**src/sv/critically_damped_setpoint_smoother_assert.svh**
```systemverilog
// assertion macros for the setpoint smoother
// no dependencies; included by modules that carry assertions
`ifndef CRITICALLY_DAMPED_SETPOINT_SMOOTHER_ASSERT_SVH
`define CRITICALLY_DAMPED_SETPOINT_SMOOTHER_ASSERT_SVH

// condition implies consequence in the same cycle
`define CDSS_ASSERT_NOW(name, clk, rst_n, ante, cons, msg) \
  name: assert property (@(posedge clk) disable iff (!rst_n) (ante) |-> (cons)) \
    else $error(msg);

// condition implies consequence in the next cycle
`define CDSS_ASSERT_NEXT(name, clk, rst_n, ante, cons, msg) \
  name: assert property (@(posedge clk) disable iff (!rst_n) (ante) |=> (cons)) \
    else $error(msg);

`endif

```
**src/sv/cdss_pkg.sv**
```systemverilog
// shared types, constants and saturation helpers for the setpoint smoother
// no dependencies
`default_nettype none

package cdss_pkg;

  localparam int VALUE_WIDTH   = 32;
  localparam int FRACTION_BITS = 16;
  localparam int GAIN_W        = 16;
  localparam int DT_W          = 16;
  localparam int GAIN_SHIFT    = 8;
  localparam int DT_SHIFT      = 16;
  localparam int CFG_IDX_W     = 2;
  localparam int PROD_W        = VALUE_WIDTH + GAIN_W + 1;

  localparam int CLOSE_THR = ((1 << FRACTION_BITS) + 5) / 10;
  localparam int NEAR_W    = $clog2(CLOSE_THR) + 1;
  localparam int SQ_W      = 2 * NEAR_W;
  localparam int SUM_W     = SQ_W + 2;

  typedef logic signed [VALUE_WIDTH-1:0] val_t;
  typedef logic [GAIN_W-1:0]             gain_t;
  typedef logic [DT_W-1:0]               dt_t;
  typedef logic [SQ_W-1:0]               sq_t;
  typedef val_t                          vec3_t [3];
  typedef sq_t                           sq3_t [3];

  localparam gain_t BYPASS_LIMIT = gain_t'(3);
  localparam dt_t   DT_ZERO_SUB  = dt_t'(7);

  localparam val_t VAL_MAX = {1'b0, {(VALUE_WIDTH-1){1'b1}}};
  localparam val_t VAL_MIN = {1'b1, {(VALUE_WIDTH-1){1'b0}}};
  localparam val_t THR_POS = val_t'(CLOSE_THR);
  localparam val_t THR_NEG = val_t'(-CLOSE_THR);
  localparam logic [SUM_W-1:0] THR_SQ = SUM_W'(CLOSE_THR) * SUM_W'(CLOSE_THR);

  typedef enum logic [CFG_IDX_W-1:0] {
    REG_STIFF_XY,
    REG_STIFF_Z,
    REG_DAMP_XY,
    REG_DAMP_Z
  } reg_idx_t;

  typedef enum logic [3:0] {
    OP_NONE,
    OP_GDIFF,
    OP_SQ,
    OP_ERR,
    OP_MULP,
    OP_MULD,
    OP_ACC,
    OP_MULDV,
    OP_VEL,
    OP_MULDS,
    OP_POS,
    OP_INIT
  } op_t;

  typedef enum logic [3:0] {
    ST_IDLE,
    ST_DECIDE,
    ST_SQ,
    ST_ERR,
    ST_MULP,
    ST_MULD,
    ST_ACC,
    ST_MULDV,
    ST_VEL,
    ST_MULDS,
    ST_POS,
    ST_INIT,
    ST_OUT
  } state_t;

  typedef struct packed {
    op_t  op;
    logic load_in;
    logic load_out;
  } cmd_t;

  typedef struct packed {
    logic func;
    logic bypass;
  } stat_t;

  // saturating add or subtract
  function automatic val_t sat_add(val_t a, val_t b, logic sub);
    logic signed [VALUE_WIDTH:0] x;
    if (sub) begin
      x = {a[VALUE_WIDTH-1], a} - {b[VALUE_WIDTH-1], b};
    end else begin
      x = {a[VALUE_WIDTH-1], a} + {b[VALUE_WIDTH-1], b};
    end
    if (x[VALUE_WIDTH] != x[VALUE_WIDTH-1]) begin
      return x[VALUE_WIDTH] ? VAL_MIN : VAL_MAX;
    end
    return x[VALUE_WIDTH-1:0];
  endfunction

  // saturate a shifted product to the value range
  function automatic val_t sat_prod(logic signed [PROD_W-1:0] x);
    if ((&x[PROD_W-1:VALUE_WIDTH-1]) || !(|x[PROD_W-1:VALUE_WIDTH-1])) begin
      return x[VALUE_WIDTH-1:0];
    end
    return x[PROD_W-1] ? VAL_MIN : VAL_MAX;
  endfunction

endpackage

`default_nettype wire

```
**src/sv/cdss_ctrl.sv**
```systemverilog
// sequencer for the smoother: step order, handshakes and output valid
// depends on cdss_pkg and the assertion macro header
`default_nettype none
`include "critically_damped_setpoint_smoother_assert.svh"

module cdss_ctrl (
  input  logic            clk,
  input  logic            rst_n,
  input  logic            in_valid,
  output logic            in_ready,
  output logic            out_valid,
  input  logic            out_ready,
  input  cdss_pkg::stat_t stat,
  output cdss_pkg::cmd_t  cmd
);
  import cdss_pkg::*;

  state_t state_r, state_nxt;
  logic   out_valid_r, out_valid_nxt;

  always_comb begin
    state_nxt = state_r;
    case (state_r)
      ST_IDLE:   if (in_valid) state_nxt = ST_DECIDE;
      ST_DECIDE: begin
        if (stat.func) begin
          state_nxt = ST_INIT;
        end else if (stat.bypass) begin
          state_nxt = ST_OUT;
        end else begin
          state_nxt = ST_SQ;
        end
      end
      ST_SQ:     state_nxt = ST_ERR;
      ST_ERR:    state_nxt = ST_MULP;
      ST_MULP:   state_nxt = ST_MULD;
      ST_MULD:   state_nxt = ST_ACC;
      ST_ACC:    state_nxt = ST_MULDV;
      ST_MULDV:  state_nxt = ST_VEL;
      ST_VEL:    state_nxt = ST_MULDS;
      ST_MULDS:  state_nxt = ST_POS;
      ST_POS:    state_nxt = ST_OUT;
      ST_INIT:   state_nxt = ST_OUT;
      ST_OUT:    if (!out_valid_r || out_ready) state_nxt = ST_IDLE;
      default:   state_nxt = ST_IDLE;
    endcase
  end

  always_comb begin
    cmd.op       = OP_NONE;
    cmd.load_in  = 1'b0;
    cmd.load_out = 1'b0;
    case (state_r)
      ST_IDLE:   cmd.load_in = in_valid;
      ST_DECIDE: cmd.op = OP_GDIFF;
      ST_SQ:     cmd.op = OP_SQ;
      ST_ERR:    cmd.op = OP_ERR;
      ST_MULP:   cmd.op = OP_MULP;
      ST_MULD:   cmd.op = OP_MULD;
      ST_ACC:    cmd.op = OP_ACC;
      ST_MULDV:  cmd.op = OP_MULDV;
      ST_VEL:    cmd.op = OP_VEL;
      ST_MULDS:  cmd.op = OP_MULDS;
      ST_POS:    cmd.op = OP_POS;
      ST_INIT:   cmd.op = OP_INIT;
      ST_OUT:    cmd.load_out = !out_valid_r || out_ready;
      default:   cmd.op = OP_NONE;
    endcase
  end

  always_comb begin
    out_valid_nxt = out_valid_r;
    if (cmd.load_out) begin
      out_valid_nxt = 1'b1;
    end else if (out_ready) begin
      out_valid_nxt = 1'b0;
    end
  end

  always_ff @(posedge clk) begin
    if (!rst_n) begin
      state_r     <= ST_IDLE;
      out_valid_r <= 1'b0;
    end else begin
      state_r     <= state_nxt;
      out_valid_r <= out_valid_nxt;
    end
  end

  assign in_ready  = (state_r == ST_IDLE);
  assign out_valid = out_valid_r;

  `CDSS_ASSERT_NEXT(a_accept_busy, clk, rst_n, in_valid && in_ready, !in_ready,
    "accepted word did not make the block busy")
  `CDSS_ASSERT_NOW(a_no_overwrite, clk, rst_n, cmd.load_out, !out_valid_r || out_ready,
    "pending result word overwritten")
  `CDSS_ASSERT_NEXT(a_load_valid, clk, rst_n, cmd.load_out, out_valid,
    "loaded result word not presented")
  `CDSS_ASSERT_NOW(a_one_item, clk, rst_n, cmd.op != OP_NONE, !in_ready && !cmd.load_out,
    "step issued while idle or delivering")

endmodule

`default_nettype wire

```
**config.mk**
```make
export PLATFORM = sky130hd
export DESIGN_NAME = cdss_ctrl
export DESIGN_NICKNAME = d
export VERILOG_FILES = /design/src/sv/cdss_pkg.sv /design/src/sv/cdss_ctrl.sv
export VERILOG_INCLUDE_DIRS = /design/src /design/src/sv
export SDC_FILE = /design/constraint.sdc
export NUM_CORES = 1
export LEC_CHECK = 0
export BUFFER_PORTS_ARGS = -buffer_cell sky130_fd_sc_hd__buf_2
export CAP_MARGIN = 40
export CELL_PAD_IN_SITES_DETAIL_PLACEMENT = 0
export CELL_PAD_IN_SITES_GLOBAL_PLACEMENT = 2
export CORE_MARGIN = 5
export CORE_UTILIZATION = 25
export DETAILED_ROUTE_END_ITERATION = 10
export GPL_TIMING_DRIVEN = 0
export PLACE_DENSITY = 0.7
export SLEW_MARGIN = 5
export SYNTH_ARGS = -nofsm -noshare
export SYNTH_HDL_FRONTEND = slang
export SYNTH_SLANG_ARGS = --single-unit
export TNS_END_PERCENT = 50
```
**constraint.sdc**
```tcl
create_clock -name clk -period 1.4 [get_ports clk]
set_clock_uncertainty 0.2 [all_clocks]
set_input_delay 0.28 -clock clk [delete_from_list [all_inputs] [get_ports clk]]
set_output_delay 0.28 -clock clk [all_outputs]
set_load 0.01 [all_outputs]
```
# --- Word level (Yosys, flattened, before mapping) ---
# Cells that the tools add are included.
totals:
  reg_bits: 5
  inputBits: 6
  output_inout_bits: 8
  word_cells: 32
classes:
  n_reduce_logical: 6
  muxes: 10
  eq_ne: 14
ops:
  columns: ["cell", "count"]
  rows:
  - ["$pmux W4 S12", 1]
  - ["$pmux W4 S11", 1]
  - ["$eq A4 B4 Y1 const B", 5]
  - ["$eq A4 B3 Y1 const B", 4]
  - ["$mux W4", 4]
  - ["$eq A4 B2 Y1 const B", 2]
  - ["$eq A4 B1 Y1 const B", 1]
  - ["$logic_not A4 Y1", 1]
  - ["$mux W1", 4]
  - ["$ne A2 B2 Y1 const B", 2]
  - ["$reduce_and A2 Y1", 1]
  - ["$reduce_bool A2 Y1", 1]
  - ["$reduce_or A2 Y1", 1]
  - ["$logic_not A1 Y1", 1]
  - ["$logic_or A1 B1 Y1", 1]

# --- Depth between registers and ports, before layout ---
depth:
  word_depth: 4
  mapped_depth: 4
  depth_no_buf: 3

# --- Least setup slack after synthesis ---
# Ideal clock, no wire load.
synth_path:
  path_type: "register to output"
  start: "register state_r[3]"
  end: "output cmd[1] (netlist bit)"
  n_path_buf: 1
  required_time_ns: 0.920
  path_stages_with_launch: 4
  arrival_time_ns: 1.066
  slack_ns: -0.146
  path_cell_list: "dfxtp_1 > buf_6 > nor4_2 > and2_1"
synth_lines:
  columns: ["item", "line_no", "text"]
  rows:
  - ["from (decl)", "cdss_ctrl.sv:18", "state_t state_r, state_nxt;"]
  - ["from (signal assigned)", "cdss_ctrl.sv:85", "state_r <= state_nxt;"]
  - ["to (decl)", "cdss_ctrl.sv:14", "output cdss_pkg::cmd_t cmd"]

==> reports/results.tsv <==
stage	metric	value	unit
critical_path	reg2reg_to	state_r[3]	
critical_path	criticalPathCategory	reg2out	
drt	num_vias	383	
critical_path	r2r_start	state_r[0]	
clock_tree	cts.clk_slew.worst_paths	50	ps
pwr	p_sw_share	41.7	%
timing	relSlewSlack	82.5	%
yosys	synth_edf_count	0	
hold_path	hp-start	rst_n	
placement	pre_cts_ws	-262	ps
global_routing	antenna_found_initial	0	
yosys	synth_xor_area_share	0	%
clock_tree	cts_tree	built	
job	maxCapViolCount	0	
placement	dp_hpwl	682	microns
critical_path	critPathBufInv	1	
drt	drt.antenna.violating_nets	0	
clock_tree	htree_levels	1	
clock_tree	cts_hold_buf	0	
layout	antennaDiodeCount	0	
hold_path	holdPathStages	2	
yosys	yosysSeqAreaShare	26.1	%
pwr	p_int	0.000793	W
timing	hold_violations	0	
pwr	switching_power	0.000567	W
layout	area_growth	51.1	%
critical_path	max_stage_delay	330	ps
drt	vias_per_cell	4.73	
placement	gp_congestion	0.735	
status	status	finished with violations	
status	violations	setup timing	
floorplanning	pin_count	14	
global_routing	grt_max_degree	11	
timing	min_period_over_period	117	%
yosys	synth_top_family_by_area	simple AND/OR/NAND/NOR gates	
floorplanning	dieWidth	49.2	microns
floorplanning	initial_utilization	25.8	%
pwr	seqPwrFrac	20.9	%
critical_path	cp.arrival	1150	ps
timing	setup_violations	8	
yosys	yosys_register_bits	5	
layout	nNetsFinal	72	
pwr	ir_drop	0.749	mV
layout	regArea	106	sq um
floorplanning	rows	14	
clock_tree	clock_latency	250	ps
pwr	cellLeakagePower	0.263	nW
critical_path	worstRegToRegCells	5	
floorplanning	die_area	2420	sq um
layout	fin_util	39.0	%
yosys	synth_warnings	0	
critical_path	end_kind	output port	
yosys	ys.flop_type	dfxtp_1	
pwr	clkPwrFrac	12.5	%
critical_path	cp_top_family	simple AND/OR/NAND/NOR gates	
global_routing	grt.total_usage	9.55	%
yosys	synth.distinct_cells	26	
timing	timing.final.crit_period	1630	ps
yosys	synth_mux_area_share	0	%
timing	max_freq	613	MHz
pwr	power_per_cell_area	2340	nW/um^2
hold_path	hp-class	in2reg	
drt	routed_wl	966	microns
drt	drt_iter0_drc	4	
hold_path	min_to	out_valid	
yosys	syn_inst	44	
placement	place.port_buffers	13	
floorplanning	coreArea	1490	sq um
layout	drive_above_1_share	56.9	%
timing	rsz0062_at_grt	true	
drt	wl_per_cell	11.9	microns
yosys	synth_nets	50	
clock_tree	cts.sinks	5	
layout	finalInstanceArea	581	sq um
yosys	syn_area	384	sq um
pwr	p_comb_share	66.6	%
clock_tree	root_buffer	clkbuf_4	
global_routing	grt_remaining_overflow	0	
global_routing	grt_pass1_wl	1740	microns
layout	nFillCells	160	
critical_path	rrSetupSlack	-20	ps
yosys	synth_fa_ha_area_share	0	%
yosys	yosys.area_share.simple	31.9	%
global_routing	grt_pass1_vias	382	
critical_path	cp.required	920	ps
yosys	synth-compound-area-share	26.1	%
timing	worst_slew_pin_slew	258	ps
critical_path	cp_cell_sequence	nor4_4 > and2_4 > buf_6	
critical_path	start_kind	flip-flop	
yosys	synthArstFlopShare	0	%
critical_path	worst_path_max_delay_cell	dfxtp_2	
clock_tree	clockBufferDepth	2	
drt	drc_errors	0	
drt	firstDrtPassIters	4	
timing	whs	96.9	ps
layout	multi_input_area	255	sq um
yosys	avgSynthCellArea	8.73	sq um
floorplanning	die_h	49.2	microns
critical_path	worstPathMaxFanout	3	
timing	maxSlewViolCount	0	
clock_tree	numCtsBuffers	3	
timing	setup_ws	-232	ps
timing	fin_setup_tns	-1150	ps
placement	place_area	480	sq um
metal layers:
| layer | global-route usage (%) | vias up | part of all wire (%) | wire length [microns] |
|---|---|---|---|---|
| met5 | 0 | - | 0 | 0 |
| met4 | 6.73 | 0 | 1.4 | 14 |
| met3 | 3.67 | 2 | 3.6 | 35 |
| met2 | 13.3 | 9 | 47 | 453 |
| met1 | 11.8 | 173 | 48 | 462 |
| li1 | - | 199 | - | - |
cell families (layout without fill, tap and decap cells):
family / Yosys count / count (layout)
simple gates: 17 / 17
flops: 5 / 5
compound gates: 13 / 13
buf+inv: 9 / 30
power groups by stage:
stage               sequential (W)  clock (W)  combinational, W
finish                    0.000284   0.000170          0.000905
global route              0.000292   0.000194           0.00101
CTS                       0.000251   0.000174          0.000959
detailed placement        0.000242          0          0.000789
global placement          0.000241          0          0.000792
floorplan                 0.000239          0          0.000589
how the worst max path moves through the flow:
stage	from	endpoint	slack, ps	cells past startpoint
after global placement	state_r[2]	cmd[0]	-260	5
after floorplan	state_r[3]	cmd[1]	-50	3
final	state_r[1]	cmd[1]	-230	3
after detailed placement	state_r[2]	cmd[0]	-260	5
after CTS	state_r[0]	cmd[1]	-290	4
after global routing	state_r[2]	cmd[1]	-310	3
flip-flops by register name (all words and copies together) (netlist names):
signal     cells
out_valid      1
state_r        4
cell type report:
class / count / share of cell area [%]
plain buffers: 3 / 5.82
clock buffers: 4 / 4.53
inverters: 4 / 2.59
multi-input cells: 30 / 44.0
flip-flops and latches: 5 / 18.3
well taps: 16 / 3.45
repair buffers: 19 / 21.3
placed cells by master (no fill, tap or decap), types with 2 or more instances in the layout:
cell | netlist | final
buf_2 | 1 | 12
buf_6 | 3 | 6
buf_4 | 1 | 4
nor2b_1 | 3 | 3
a21oi_1 | 3 | 3
inv_1 | 4 | 3
clkbuf_4 | 0 | 3
and2_1 | 3 | 2
nor2_1 | 3 | 2
nand2b_1 | 2 | 2
dfxtp_1 | 5 | 2
dfxtp_2 | 0 | 2
metrics by stage:
| step | total power [W] | instances |
|---|---|---|
| 5_1_grt | 0.00149 | 81 |
| 2_1_floorplan | 0.000828 | 44 |
| 4_1_cts | 0.00138 | 82 |
| 6_report | 0.00136 | 81 |
| 3_5_place_dp | 0.00103 | 73 |
| 3_3_place_gp | 0.00103 | 73 |
Yosys cell counts, types with 2 or more instances:
| library cell | instances | area share (%) |
|---|---|---|
| buf_6 | 3 | 8.8 |
| nand2b_1 | 2 | 3.3 |
| nor2b_1 | 3 | 4.9 |
| and2_1 | 3 | 4.9 |
| a21oi_1 | 3 | 3.9 |
| nor2_1 | 3 | 2.9 |
| inv_1 | 4 | 3.9 |
| dfxtp_1 | 5 | 26 |
what timing repair did:
| item | in CTS | in global routing |
|---|---|---|
| gates cloned | 0 | 0 |
| setup endpoints to repair | 7 | 11 |
| pin swaps | 6 | 3 |
| buffers inserted | 6 | 0 |
| gates resized for setup | 12 | 4 |
(Power assumes the default switching activity.)
